--- src/hw/rtl/arsch_pkg.sv ---
`default_nettype none

package arsch_pkg;

   // Fixed field widths of the request and response
   localparam int AXIS_FIELD_W    = 3;
   localparam int STEP_W          = 16;
   localparam int TIME_W          = 32;
   localparam int QUANTUM_W       = 16;
   localparam int DUTY_W          = 16;
   localparam int OP_W            = 2;

   // Default axis count, quantum scale and width of quantum * scale
   localparam int NUM_AXES_DEFAULT = 8;
   localparam int QUANTUM_SCALE    = 1000;
   localparam int PROD_W           = 26;

   // Request op codes
   localparam logic [OP_W-1:0] OP_MOVE  = 2'd0;
   localparam logic [OP_W-1:0] OP_SCHED = 2'd1;
   localparam logic [OP_W-1:0] OP_LOAD  = 2'd2;

   // Register byte addresses
   localparam logic [1:0] REG_SAFE_GAP = 2'd0;

   // Request class as decided by the front end
   typedef enum logic [1:0] {
      KIND_MOVE,
      KIND_SCHED,
      KIND_LOAD,
      KIND_NOP
   } kind_type;

   // One classified request waiting in the queue
   typedef struct packed {
      kind_type                  kind;
      logic [AXIS_FIELD_W-1:0]   axis;
      logic signed [STEP_W-1:0]  delta;
      logic [TIME_W-1:0]         now;
      logic [QUANTUM_W-1:0]      quantum;
      logic [DUTY_W-1:0]         duty_pos;
      logic [DUTY_W-1:0]         duty_neg;
   } entry_type;

   // Per-axis row held in the axis RAM
   typedef struct packed {
      logic signed [STEP_W-1:0]  pending;
      logic [TIME_W-1:0]         last_run;
      logic [QUANTUM_W-1:0]      quantum;
      logic [DUTY_W-1:0]         duty_pos;
      logic [DUTY_W-1:0]         duty_neg;
   } row_type;

   localparam int ROW_W = $bits(row_type);

   // One response
   typedef struct packed {
      logic                      move_ok;
      logic                      found;
      logic [AXIS_FIELD_W-1:0]   axis_out;
      logic signed [STEP_W-1:0]  vector_left;
      logic [QUANTUM_W-1:0]      quantum_out;
      logic [DUTY_W-1:0]         duty_out;
      logic                      duty_write;
      logic                      pwm_on;
   } result_type;

endpackage

`default_nettype wire

--- src/hw/rtl/arsch_ram.sv ---
`default_nettype none

module arsch_ram #(
   parameter int WIDTH = 8,
   parameter int DEPTH = 8
) (
   input  wire logic                     clock,
   input  wire logic                     wr_en,
   input  wire logic [$clog2(DEPTH)-1:0] wr_addr,
   input  wire logic [WIDTH-1:0]         wr_data,
   input  wire logic [$clog2(DEPTH)-1:0] rd_addr,
   output logic [WIDTH-1:0]              rd_data
);

   logic [WIDTH-1:0] mem_ff [DEPTH];
   logic [WIDTH-1:0] rd_data_ff;

   // Write one port, read one port with registered data
   always_ff @(posedge clock) begin
      if (wr_en) begin
         mem_ff[wr_addr] <= wr_data;
      end
      rd_data_ff <= mem_ff[rd_addr];
   end

   assign rd_data = rd_data_ff;

endmodule

`default_nettype wire

--- src/hw/rtl/arsch_front.sv ---
`default_nettype none

module arsch_front
   import arsch_pkg::*;
#(
   parameter int NUM_AXES = NUM_AXES_DEFAULT
) (
   input  wire logic             clock,
   input  wire logic             reset,
   input  wire logic             req_tvalid,
   output logic                  req_tready,
   input  wire logic [OP_W-1:0]  req_tuser,
   input  wire logic [103:0]     req_tdata,
   output logic                  q_valid,
   output entry_type             q_entry,
   input  wire logic             q_pop
);

   localparam int QUEUE_DEPTH = 2;

   entry_type   entry_in;
   logic        axis_ok;
   logic        push;

   entry_type   q_mem_ff [QUEUE_DEPTH];
   logic        wr_ptr_ff, wr_ptr_in;
   logic        rd_ptr_ff, rd_ptr_in;
   logic [1:0]  count_ff, count_in;

   // Unpack the request and classify it
   always_comb begin
      axis_ok           = 32'(req_tdata[2:0]) < NUM_AXES;
      entry_in.axis     = req_tdata[2:0];
      entry_in.delta    = req_tdata[18:3];
      entry_in.now      = req_tdata[50:19];
      entry_in.quantum  = req_tdata[66:51];
      entry_in.duty_pos = req_tdata[82:67];
      entry_in.duty_neg = req_tdata[98:83];
      case (req_tuser)
         OP_MOVE:  entry_in.kind = axis_ok ? KIND_MOVE : KIND_NOP;
         OP_LOAD:  entry_in.kind = axis_ok ? KIND_LOAD : KIND_NOP;
         OP_SCHED: entry_in.kind = KIND_SCHED;
         default:  entry_in.kind = KIND_NOP;
      endcase
   end

   assign req_tready = count_ff != 2'(QUEUE_DEPTH);
   assign push       = req_tvalid && req_tready;
   assign q_valid    = count_ff != 2'd0;
   assign q_entry    = q_mem_ff[rd_ptr_ff];

   // Advance queue pointers and fill level
   always_comb begin
      wr_ptr_in = push  ? ~wr_ptr_ff : wr_ptr_ff;
      rd_ptr_in = q_pop ? ~rd_ptr_ff : rd_ptr_ff;
      count_in  = count_ff + 2'(push) - 2'(q_pop);
   end

   always_ff @(posedge clock) begin
      if (reset) begin
         wr_ptr_ff <= 1'b0;
         rd_ptr_ff <= 1'b0;
         count_ff  <= 2'd0;
      end else begin
         wr_ptr_ff <= wr_ptr_in;
         rd_ptr_ff <= rd_ptr_in;
         count_ff  <= count_in;
      end
      if (push) begin
         q_mem_ff[wr_ptr_ff] <= entry_in;
      end
   end

endmodule

`default_nettype wire

--- src/hw/rtl/arsch_back.sv ---
`default_nettype none

module arsch_back
   import arsch_pkg::*;
#(
   parameter int NUM_AXES = NUM_AXES_DEFAULT
) (
   input  wire logic               clock,
   input  wire logic               reset,
   input  wire logic [TIME_W-1:0]  safe_gap_us,
   input  wire logic               q_valid,
   input  wire entry_type          q_entry,
   output logic                    q_pop,
   output logic                    rsp_valid,
   input  wire logic               rsp_ready,
   output result_type              rsp_result
);

   localparam int AXIS_W = $clog2(NUM_AXES);

   typedef enum logic [2:0] {
      ST_IDLE,
      ST_MODIFY,
      ST_SCAN,
      ST_GRANT,
      ST_COMMIT
   } state_type;

   state_type                 state_ff, state_in;
   entry_type                 cur_ff, cur_in;
   logic [AXIS_W-1:0]         scan_id_ff, scan_id_in;
   logic [AXIS_W-1:0]         hit_id_ff, hit_id_in;
   row_type                   hit_row_ff, hit_row_in;
   logic signed [STEP_W-1:0]  step_ff, step_in;
   logic [PROD_W-1:0]         prod_ff, prod_in;
   logic [QUANTUM_W-1:0]      granted_ff, granted_in;
   logic [DUTY_W-1:0]         duty_ff, duty_in;
   logic [AXIS_W-1:0]         last_served_ff, last_served_in;
   logic [DUTY_W-1:0]         applied_ff, applied_in;
   logic [NUM_AXES-1:0]       valid_ff, valid_in;
   logic                      rd_valid_ff;
   logic                      rsp_valid_ff, rsp_valid_in;
   result_type                rsp_ff, rsp_in;

   logic [AXIS_W-1:0]         rd_addr;
   logic [ROW_W-1:0]          rd_data;
   logic                      wr_en;
   logic [AXIS_W-1:0]         wr_addr;
   row_type                   wr_row;
   row_type                   row;
   logic signed [STEP_W:0]    sum;
   logic                      eligible;
   logic [AXIS_W-1:0]         scan_next;
   logic [AXIS_W-1:0]         item_addr;
   logic [AXIS_W-1:0]         start_next;
   logic [AXIS_W+AXIS_FIELD_W-1:0] axis_ext;
   logic [AXIS_W+AXIS_FIELD_W-1:0] hit_ext;

   function automatic logic [AXIS_W-1:0] next_axis(input logic [AXIS_W-1:0] id);
      next_axis = (id == AXIS_W'(NUM_AXES - 1)) ? '0 : id + 1'b1;
   endfunction

   arsch_ram #(
      .WIDTH (ROW_W),
      .DEPTH (NUM_AXES)
   ) u_axis_ram (
      .clock   (clock),
      .wr_en   (wr_en),
      .wr_addr (wr_addr),
      .wr_data (wr_row),
      .rd_addr (rd_addr),
      .rd_data (rd_data)
   );

   // Rows never written read as zero
   assign row = rd_valid_ff ? row_type'(rd_data) : '0;

   // Map between the 3-bit axis field and the RAM address
   assign axis_ext   = {{AXIS_W{1'b0}}, q_entry.axis};
   assign item_addr  = axis_ext[AXIS_W-1:0];
   assign hit_ext    = {{AXIS_FIELD_W{1'b0}}, hit_id_ff};
   assign scan_next  = next_axis(scan_id_ff);
   assign start_next = next_axis(last_served_ff);

   assign sum      = {row.pending[STEP_W-1], row.pending}
                   + {cur_ff.delta[STEP_W-1], cur_ff.delta};
   assign eligible = (row.pending != '0) && ((cur_ff.now - row.last_run) > safe_gap_us);

   assign q_pop = (state_ff == ST_IDLE) && q_valid && !rsp_valid_ff;

   // Pick the read address for the next cycle
   always_comb begin
      rd_addr = scan_next;
      if (state_ff == ST_IDLE) begin
         rd_addr = (q_entry.kind == KIND_SCHED) ? start_next : item_addr;
      end
   end

   // Sequencer
   always_comb begin
      state_in       = state_ff;
      cur_in         = cur_ff;
      scan_id_in     = scan_id_ff;
      hit_id_in      = hit_id_ff;
      hit_row_in     = hit_row_ff;
      step_in        = step_ff;
      prod_in        = prod_ff;
      granted_in     = granted_ff;
      duty_in        = duty_ff;
      last_served_in = last_served_ff;
      applied_in     = applied_ff;
      valid_in       = valid_ff;
      rsp_valid_in   = rsp_valid_ff && !rsp_ready;
      rsp_in         = rsp_ff;
      wr_en          = 1'b0;
      wr_addr        = hit_id_ff;
      wr_row         = row;

      case (state_ff)
         ST_IDLE: begin
            if (q_pop) begin
               cur_in     = q_entry;
               scan_id_in = (q_entry.kind == KIND_SCHED) ? start_next : item_addr;
               case (q_entry.kind)
                  KIND_MOVE, KIND_LOAD: state_in = ST_MODIFY;
                  KIND_SCHED:           state_in = ST_SCAN;
                  default: begin
                     rsp_in          = '0;
                     rsp_in.duty_out = applied_ff;
                     rsp_valid_in    = 1'b1;
                  end
               endcase
            end
         end

         ST_MODIFY: begin
            // Read-modify-write the addressed axis row
            wr_en   = 1'b1;
            wr_addr = scan_id_ff;
            wr_row  = row;
            if (cur_ff.kind == KIND_MOVE) begin
               if (sum[STEP_W] != sum[STEP_W-1]) begin
                  wr_row.pending = sum[STEP_W] ? {1'b1, {(STEP_W-1){1'b0}}}
                                               : {1'b0, {(STEP_W-1){1'b1}}};
               end else begin
                  wr_row.pending = sum[STEP_W-1:0];
               end
            end else begin
               wr_row.quantum  = cur_ff.quantum;
               wr_row.duty_pos = cur_ff.duty_pos;
               wr_row.duty_neg = cur_ff.duty_neg;
            end
            valid_in[scan_id_ff] = 1'b1;
            rsp_in               = '0;
            rsp_in.move_ok       = 1'b1;
            rsp_in.duty_out      = applied_ff;
            rsp_valid_in         = 1'b1;
            state_in             = ST_IDLE;
         end

         ST_SCAN: begin
            // Test one axis per cycle, starting after the last one served
            scan_id_in = scan_next;
            if (eligible) begin
               hit_id_in  = scan_id_ff;
               hit_row_in = row;
               step_in    = row.pending[STEP_W-1] ? row.pending + STEP_W'(1)
                                                  : row.pending - STEP_W'(1);
               state_in   = ST_GRANT;
            end else if (scan_id_ff == last_served_ff) begin
               rsp_in          = '0;
               rsp_in.duty_out = applied_ff;
               rsp_valid_in    = 1'b1;
               state_in        = ST_IDLE;
            end
         end

         ST_GRANT: begin
            // Pick duty and quantum, scale the quantum to microseconds
            duty_in    = step_ff[STEP_W-1] ? hit_row_ff.duty_neg : hit_row_ff.duty_pos;
            granted_in = ((step_ff != '0) && (hit_row_ff.quantum != '0))
                       ? hit_row_ff.quantum : '0;
            prod_in    = PROD_W'(granted_in) * PROD_W'(QUANTUM_SCALE);
            state_in   = ST_GRANT == state_ff ? ST_COMMIT : state_ff;
         end

         ST_COMMIT: begin
            wr_en              = 1'b1;
            wr_addr            = hit_id_ff;
            wr_row             = hit_row_ff;
            wr_row.pending     = step_ff;
            wr_row.last_run    = cur_ff.now + TIME_W'(prod_ff);
            valid_in[hit_id_ff] = 1'b1;
            last_served_in     = hit_id_ff;
            applied_in         = duty_ff;
            rsp_in             = '0;
            rsp_in.found       = 1'b1;
            rsp_in.axis_out    = hit_ext[AXIS_FIELD_W-1:0];
            rsp_in.vector_left = step_ff;
            rsp_in.quantum_out = granted_ff;
            rsp_in.duty_out    = duty_ff;
            rsp_in.duty_write  = duty_ff != applied_ff;
            rsp_in.pwm_on      = granted_ff != '0;
            rsp_valid_in       = 1'b1;
            state_in           = ST_IDLE;
         end

         default: begin
            state_in = ST_IDLE;
         end
      endcase
   end

   // Hold state, per-axis valid bits and the response register
   always_ff @(posedge clock) begin
      if (reset) begin
         state_ff       <= ST_IDLE;
         last_served_ff <= '0;
         applied_ff     <= '0;
         valid_ff       <= '0;
         rd_valid_ff    <= 1'b0;
         rsp_valid_ff   <= 1'b0;
      end else begin
         state_ff       <= state_in;
         last_served_ff <= last_served_in;
         applied_ff     <= applied_in;
         valid_ff       <= valid_in;
         rd_valid_ff    <= valid_ff[rd_addr];
         rsp_valid_ff   <= rsp_valid_in;
      end
      cur_ff     <= cur_in;
      scan_id_ff <= scan_id_in;
      hit_id_ff  <= hit_id_in;
      hit_row_ff <= hit_row_in;
      step_ff    <= step_in;
      prod_ff    <= prod_in;
      granted_ff <= granted_in;
      duty_ff    <= duty_in;
      rsp_ff     <= rsp_in;
   end

   assign rsp_valid  = rsp_valid_ff;
   assign rsp_result = rsp_ff;

endmodule

`default_nettype wire

--- src/hw/rtl/axis_round_robin_scheduler.sv ---
`default_nettype none

// Round-robin step scheduler over NUM_AXES motor axes. Requests carry the op
// in req_tuser (0 move, 1 schedule, 2 load settings); every request returns
// exactly one response, in order. A front end classifies requests into a
// two-entry queue; a back-end sequencer works one request at a time against
// a single-port-read axis RAM that holds each axis's pending count, last-run
// time, quantum and duties. A move or load is one read-modify-write of its
// axis row in ST_MODIFY. A schedule tests axes in ST_SCAN from the one after
// the last served: 1 to NUM_AXES of them if it grants an axis, then goes on
// through ST_GRANT and ST_COMMIT, or all NUM_AXES if it finds none eligible.
// The scan reads one axis row per cycle through the RAM's read port. The
// response is held in an output register until taken, while the queue keeps
// accepting until full, and the back end takes the next request the cycle
// after its response is taken. Axis rows read as zero after reset until first
// written; no clearing pass is needed. safe_gap_us sits at APB byte address 0
// and must only be written while the block is idle.
module axis_round_robin_scheduler
   import arsch_pkg::*;
#(
   parameter int NUM_AXES = NUM_AXES_DEFAULT
) (
   input  wire logic          clock,
   input  wire logic          reset,
   // Requests
   input  wire logic          req_tvalid,
   output logic               req_tready,
   input  wire logic [1:0]    req_tuser,   // op
   input  wire logic [103:0]  req_tdata,   // axis, delta, now, quantum_ms, duty_pos, duty_neg
   // Responses
   output logic               rsp_tvalid,
   input  wire logic          rsp_tready,
   output logic [1:0]         rsp_tuser,   // move_ok, found
   output logic [55:0]        rsp_tdata,   // axis_out, vector_left, quantum_out, duty_out,
                                           // duty_write, pwm_on
   // Register port
   input  wire logic          csr_psel,
   input  wire logic          csr_penable,
   input  wire logic          csr_pwrite,
   input  wire logic [1:0]    csr_paddr,
   input  wire logic [31:0]   csr_pwdata,
   output logic [31:0]        csr_prdata,
   output logic               csr_pready
);

   logic [TIME_W-1:0] safe_gap_ff, safe_gap_in;
   logic              q_valid;
   entry_type         q_entry;
   logic              q_pop;
   result_type        result;

   // Decode the hold-off register
   assign csr_pready = 1'b1;
   assign csr_prdata = safe_gap_ff;
   always_comb begin
      safe_gap_in = safe_gap_ff;
      if (csr_psel && csr_penable && csr_pwrite && csr_pready
          && (csr_paddr == REG_SAFE_GAP)) begin
         safe_gap_in = csr_pwdata;
      end
   end

   always_ff @(posedge clock) begin
      if (reset) begin
         safe_gap_ff <= '0;
      end else begin
         safe_gap_ff <= safe_gap_in;
      end
   end

   arsch_front #(
      .NUM_AXES (NUM_AXES)
   ) u_front (
      .clock      (clock),
      .reset      (reset),
      .req_tvalid (req_tvalid),
      .req_tready (req_tready),
      .req_tuser  (req_tuser),
      .req_tdata  (req_tdata),
      .q_valid    (q_valid),
      .q_entry    (q_entry),
      .q_pop      (q_pop)
   );

   arsch_back #(
      .NUM_AXES (NUM_AXES)
   ) u_back (
      .clock       (clock),
      .reset       (reset),
      .safe_gap_us (safe_gap_ff),
      .q_valid     (q_valid),
      .q_entry     (q_entry),
      .q_pop       (q_pop),
      .rsp_valid   (rsp_tvalid),
      .rsp_ready   (rsp_tready),
      .rsp_result  (result)
   );

   // Pack the response
   assign rsp_tuser = {result.found, result.move_ok};
   assign rsp_tdata = {3'b000, result.pwm_on, result.duty_write, result.duty_out,
                       result.quantum_out, result.vector_left, result.axis_out};

endmodule

`default_nettype wire

--- config.mk ---
export PLATFORM = sky130hd
export DESIGN_NAME = axis_round_robin_scheduler
export DESIGN_NICKNAME = d
export VERILOG_FILES = /design/src/hw/rtl/arsch_pkg.sv /design/src/hw/rtl/arsch_ram.sv /design/src/hw/rtl/arsch_front.sv /design/src/hw/rtl/arsch_back.sv /design/src/hw/rtl/axis_round_robin_scheduler.sv
export SDC_FILE = /design/constraint.sdc
export NUM_CORES = 2
export LEC_CHECK = 0
export BUFFER_PORTS_ARGS = -buffer_cell sky130_fd_sc_hd__buf_4
export CORE_ASPECT_RATIO = 1.25
export CORE_UTILIZATION = 56
export CTS_CLUSTER_DIAMETER = 80
export DETAILED_ROUTE_END_ITERATION = 6
export GPL_TIMING_DRIVEN = 0
export PLACE_DENSITY = 0.84
export SKIP_LAST_GASP = 1
export SYNTH_ARGS = -nofsm -noshare
export SYNTH_HDL_FRONTEND = slang
export SYNTH_SLANG_ARGS = --single-unit
--- constraint.sdc ---
create_clock -name clock -period 9.7 [get_ports clock]
set_clock_uncertainty 0.2 [all_clocks]
set_input_delay 1.94 -clock clock [delete_from_list [all_inputs] [get_ports clock]]
set_output_delay 1.94 -clock clock [all_outputs]
set_load 0.03 [all_outputs]
# Word-level counts from Yosys, hierarchy flattened
# Memories as Yosys holds them, arrays and structs flattened. A register that Yosys moved wholly into a read port is not among the register bits.
# Cells that the tools add are included.
# word_totals
reg_bits	346
latchBits	0
ram_bits	970
romBits	0
inputBits	147
output_inout_bits	93
elab_cells	158
mem_count	2
# memory_table
memory	depth	width	read_ports	rd_ports_with_merged_regs	wr	line_no	text
u_back.u_axis_ram.mem_ff	8	96	1	1	1	arsch_ram.sv:15	logic [WIDTH-1:0] mem_ff [DEPTH];
u_front.q_mem_ff	2	101	1	1	1	arsch_front.sv:25	entry_type q_mem_ff [QUEUE_DEPTH];
# op_classes
n_addsub	9
n_mul	1
n_div	0
n_lt_le_gt_ge	6
eq_ne	22
shifts	0
n_mux	47
bitwise_logic	4
n_reduce_logical	34
# op_table
op	n
two-way mux 55 bit	4
case mux 55 bit (4 select lines)	1
case mux 96 bit (2 select lines)	1
two-way mux 16 bit	6
two-way mux 96 bit	1
nonzero test 16 bit	4
two-way mux 48 bit	1
adder 32 x 26 -> 32 bit	1
greater-than comparator 32 bit	1
subtractor 32 bit	1
two-way mux 3 bit	10
multiplier 16 x 7 -> 23 bit, second input constant	1
adder 16 x 16 -> 17 bit	1
adder 16 x 2 -> 16 bit, second input constant	1
!= test 16 bit	1
OR 8 bit	2
case mux 8 bit (2 select lines)	1
subtractor 16 x 2 -> 16 bit, second input constant	1
two-way mux 1 bit	14
less-than comparator 3 x 4 -> 1 bit, second input constant	3
case mux 3 bit (2 select lines)	2
logical AND 1 bit	11
equality test 3 bit, second input constant	3
case mux 3 bit (3 select lines)	1
other kinds (30)	50

# Logic depth before layout (Yosys ltp)
# logic_depth
depth_word	6
depth_mapped	25
mapped_depth_nobuf	23

# Cells and area by module
# From an unflattened synthesis, not the netlist that was laid out.
# unflattened
cells_unflattened	3652
hier_area_um2	60319.1
# modules_own_cells
mod	instances	cells_each	area_each_um2	seq_area_each_um2
arsch_ram	1	1219	30805.8	24984.0
arsch_back	1	1944	20440.9	8928.6
arsch_front	1	342	7562.3	6165.9
axis_round_robin_scheduler	1	147	1510.2	640.6

# Worst setup path after synthesis
# OpenSTA, ideal clock, no wires.
# synth_path
path_type	flip-flop to flip-flop
from	reg u_back.rd_valid_ff
to	reg u_back.hit_id_ff[0] (enable)
setup_ns	0.577
t_arrival_ns	9.013
t_required_ns	8.923
setup_slack_ns	-0.090
stages_incl_launch_ff	21
cell_sequence	dfxtp_1 -> clkbuf_1 -> clkbuf_1 -> clkbuf_1 -> buf_1 -> nand2_1 -> ha_1 -> nand2_1 -> o21ai_0 -> a211o_2 -> a21oi_2 -> or4_4 -> and3_4 -> o311ai_0 -> o311ai_1 -> ha_1 -> nand4_1 -> or4_1 -> o211ai_1 -> a21oi_1 -> nor3_1
# synth_between
elab_chain_len	5
elab_cells_between_ends	6
# synth_rtl
element	line_no	text
from (decl)	arsch_back.sv:41	logic rd_valid_ff;
from (signal assigned)	arsch_back.sv:228	rd_valid_ff <= valid_ff[rd_addr];
two-way mux 96 bit (*)	arsch_back.sv:76	assign row = rd_valid_ff ? row_type'(rd_data) : '0;
subtractor 32 bit	arsch_back.sv:87	assign eligible = (row.pending != '0) && ((cur_ff.now - row.last_run) > safe_gap_us);
greater-than comparator 32 bit	arsch_back.sv:87	
logical AND 1 bit (*)	arsch_back.sv:87	
AND reduction 2 bit (no line) (*)	-	
to (signal assigned)	arsch_back.sv:233	hit_id_ff <= hit_id_in;
to (decl)	arsch_back.sv:32	logic [AXIS_W-1:0] hit_id_ff, hit_id_in;
# Mark *: on every way between the ends. The rest lies on a longest branch, timed or not.
# A chain may end at the register's enable or synchronous reset.

# Worst setup path in the final report
# layout_path
from	reg u_back.rd_valid_ff
to	reg u_back.rsp_ff (netlist bit u_back.rsp_result[37]) (enable)
# layout_between
elab_chain_len	6
elab_cells_between_ends	7
# layout_rtl
element	line_no	text
two-way mux 96 bit (*)	arsch_back.sv:76	
subtractor 32 bit	arsch_back.sv:87	
greater-than comparator 32 bit	arsch_back.sv:87	
logical AND 1 bit (*)	arsch_back.sv:87	
!= test 2 bit (no line) (*)	-	
AND reduction 5 bit (no line) (*)	-	
to (signal assigned)	arsch_back.sv:239	rsp_ff <= rsp_in;
to (decl)	arsch_back.sv:43	result_type rsp_ff, rsp_in;
# Marks and branches as above.

==> reports/summary.txt <==
====================================================================================================
Cts hold-fix bufs .....................................................................            0
Number of cell rows ...................................................................          135
Hold Violations, Final ................................................................            0
Die outline area ......................................................................   110300 um2
Buffer count from post-CTS setup fixing ...............................................            0
Clock insertion delay at the later pin of the skew report .............................      0.79 ns
Global placement routability congestion ...............................................       0.9078
Vias per inst .........................................................................        6.241
Total routing resource utilization after global routing ...............................       0.2997
Portion of the clock cycle consumed by the worst path in the final layout .............       0.9710
Total CTS buffers .....................................................................          136
Library cell used as clock root buffer ................................................ sky130_fd_sc_hd__clkbuf_16
Final Critical Period .................................................................     9.419 ns
Number of global-route vias before repair .............................................        41637
Clock-pin slew reported for the worst setup and hold paths after clock tree synthesis .      0.06 ns
Post-synthesis instance total .........................................................         4799
Critical Path Source Type .............................................................         flop
Count of vias placed by the detailed router ...........................................        42179
P_sw ..................................................................................      9206 uW
Share of flip-flops with an asynchronous set or reset .................................            0
Hold Path Origin ...................................................................... u_back.valid_ff[5]$_SDFFE_PP0N_
Placed Instances ......................................................................         6498
Synthesized area ......................................................................    61030 um2
Most common cell after layout, fill and taps aside .................................... sky130_fd_sc_hd__edfxtp_1
Run status ............................................................................ finished, violations left
Total half-perimeter wirelength after legalization and detailed placement .............    111700 um
Reg-to-reg slack, setup ...............................................................      0.28 ns
CP Capture Type .......................................................................         flop
Timing-limited maximum frequency ......................................................    106.2 MHz
Worst Path Buf+Inv ....................................................................            6
Depth of the CTS H-tree ...............................................................            4
Maximum number of pins on one net before global-route repair ..........................           55
Number of warning messages in the yosys log ...........................................            0
Pwr dens .............................................................................. 334.3 nW/um2
Critical Setup Path Class ............................................................. flop to flop
Count of endpoints failing setup in the final report ..................................            0
Die Span X ............................................................................     297.3 um
Cell count of the worst reg-to-reg path ...............................................           25
Commonest cells after routing, fill and taps aside .................................... 1246 x sky130_fd_sc_hd__edfxtp_1, 1085 x sky130_fd_sc_hd__nand2_1, 241 x sky130_fd_sc_hd__buf_4, 232 x sky130_fd_sc_hd__nand3_1, 214 x sky130_fd_sc_hd__inv_1
Cell with the most instances on the worst path ........................................ sky130_fd_sc_hd__a21oi_1
Source of the worst register-to-register timing path .................................. u_back.rd_valid_ff$_SDFF_PP0_
DRT Wirelength ........................................................................    167900 um
Slowest stage cell, crit path ......................................................... sky130_fd_sc_hd__clkbuf_1
Setup repair after global routing missed its margin ...................................        false
Cell depth of the worst min-delay path ................................................            2
CP delay by family, top ............................................................... compound AO/OA/AOI/OAI gates
Number of DRC violations after detailed-routing iteration 0 ...........................         6308
Cell-internal power ...................................................................     14110 uW
Ratio of cells with drive above 1 in the final layout .................................       0.1500
Mean cell area of the mapped netlist ..................................................    12.72 um2
Antenna viol nets, final ..............................................................            0
Critical path data required time ......................................................      9.95 ns
TritonRoute pass-1 iters ..............................................................            7
Clock network fraction of design power ................................................        0.226
Register bit total from synthesis .....................................................         1411
Slew at the pin closest to its max-slew limit .........................................     1.341 ns
Stage delay of the slowest cell on the critical path ..................................      0.96 ns
Routed wirelength normalized by instance count ........................................     24.85 um
Area Growth Syn to Fin ................................................................       14.28%
Sequential share of power .............................................................        0.360
Switching Fraction ....................................................................       0.3948
Most used flip-flop cell after synthesis .............................................. sky130_fd_sc_hd__edfxtp_1
I/O pin count .........................................................................          240
Core utilization of the finished layout ...............................................       0.6441
Number of enable flip-flop cells after synthesis ......................................         1246
CTS tree ..............................................................................          yes
DRC ...................................................................................            5
Height of the die .....................................................................     371.1 um
Clk sinks .............................................................................         1411
Count of cell types in the netlist ....................................................           88
First-pass GRT wire length ............................................................    246900 um
Capture instance of the worst register-to-register path ............................... u_back.rsp_result[37]$_DFFE_PP_
Initial Utilization ...................................................................       0.5636
Worst Hold End ........................................................................ u_back.valid_ff[5]$_SDFFE_PP0N_
Highest net fanout along the worst path ...............................................           12
Data arrival time of the worst path ...................................................      9.67 ns
Proportion of power drawn by combinational gates ......................................        0.414
Worst-case vdd ir drop ................................................................    0.2459 mV
Number of input and output port buffers inserted ......................................          227
Sum of overflow across all layers after global routing ................................            0
Core Box Area .........................................................................   108300 um2
Violations in the final reports ....................................................... design-rule violations
Bufs on Longest Clock Path ............................................................            3
Number of nets in the final layout ....................................................         5579
Leakage power figure ..................................................................   0.02609 uW
Layout Cell Area excl Fill ............................................................    69740 um2
Worst hold path class ................................................................. flop to flop
Total of max-cap violations ...........................................................            0
Max-slew headroom .....................................................................      0.09637
Pins Over Slew Limit ..................................................................            0
Total cell area at the placement stage ................................................    65280 um2
Portion of the post-synthesis area used by sequential elements ........................       0.6672
Post-CTS resize count .................................................................            0
Antenna violations before repair ......................................................            9
Non-filler instance count after layout ................................................         6758
Setup TNS after final layout ..........................................................         0 ns
====================================================================================================
-- cells in the mapped netlist, drive strengths merged (101+ instances only) --
cell	n	share of area
edfxtp	1246	0.61
nand2	1085	0.067
nand3	232	0.019
inv	215	0.013
ha	177	0.036
dfxtp	165	0.054
a21oi	162	0.013
and3	137	0.014
o21ai	135	0.011
clkbuf	128	0.0081
buf	120	0.010
nor2	119	0.0073
mux2	117	0.022
a311oi	101	0.015
-- flip-flops by register name (all words and copies together), names as in the netlist, 21 cells and up, named ones only --
signal                     count
u_back.u_axis_ram.rd_data     96
u_back.hit_row_ff             48
u_back.u_axis_ram.mem_ff     768
csr_prdata                    32
u_back.rsp_result             55
u_back.cur_ff                 98
u_front.q_mem_ff             202
u_back.prod_ff                21
-- kinds of logic after synthesis --
group / after synthesis / share of synthesized area
multiplexers: 127 / 0.02323
flip-flops: 1411 / 0.6672
AND/OR/NAND/NOR: 1730 / 0.1236
buffers and inverters: 464 / 0.03157
XOR/XNOR: 113 / 0.01622
AO/OA/AOI/OAI: 718 / 0.08301
other: 2 / 0.0001231
adder cells (fa/ha/maj): 234 / 0.05499
-- area by class of cell --
type                    instances  area [um2]
plain buffers                 248        1119
repair buffers                259        2375
diodes                          7       17.52
clock buffers                 191        3800
fillers                      7257       38530
inverters                     216       810.8
clock inverters                62       643.1
flip-flops and latches       1411       40720
multi-input cells            2926       18460
well taps                    1438        1799
-- worst max path at each step --
stage	slack (ns)	depth (start not counted)	endpoint	start
5_1_grt	0.27	25	u_back.rsp_result[37]$_DFFE_PP_	u_back.rd_valid_ff$_SDFF_PP0_
3_3_place_gp	-3.43	20	u_back.rsp_result[25]$_DFFE_PP_	u_back.rd_valid_ff$_SDFF_PP0_
6_report	0.28	25	u_back.rsp_result[37]$_DFFE_PP_	u_back.rd_valid_ff$_SDFF_PP0_
2_1_floorplan	1.70	23	u_back.rsp_result[0]$_DFFE_PP_	u_back.rd_valid_ff$_SDFF_PP0_
3_5_place_dp	0.38	25	u_back.rsp_result[46]$_DFFE_PP_	u_back.rd_valid_ff$_SDFF_PP0_
4_1_cts	0.33	25	u_back.rsp_result[37]$_DFFE_PP_	u_back.rd_valid_ff$_SDFF_PP0_
-- worst reg2reg max path, delay by kind of cell (launching register included) --
kind | cells | cell delay (ns)
buf+inv | 6 | 3.08
simple gates | 4 | 1.01
compound gates | 13 | 3.61
fa+ha+maj | 2 | 0.74
flops | 1 | 0.45
-- power by group through the flow --
stage	sequential, uW	combinational, uW	clock, uW
global route	8430	10300	5500
detailed placement	8480	9230	0
global placement	8630	8750	0
CTS	8370	9390	5280
finish	8390	9660	5270
floorplan	8560	5930	0
-- stage by stage --
step	setup WS, ns	hold WS, ns	power (uW)
after floorplan	1.696	0.2402	14490
after global placement	-3.430	0.2492	17380
after detailed placement	0.3835	0.2578	17710
after CTS	0.3333	0.2718	23040
after global routing	0.2727	0.2944	24180
final	0.2812	0.2771	23310
-- per-layer routing --
metal	part of all wire	vias to the layer above	global-route usage	routed length, um
met1	0.34	20096	0.3562	56350
li1	-	18268	-	-
met5	0.00027	-	0	46
met4	0.066	6	0.1841	11010
met3	0.12	687	0.07017	19730
met2	0.48	3122	0.4964	80810
Power figures use the tool's default switching activity.
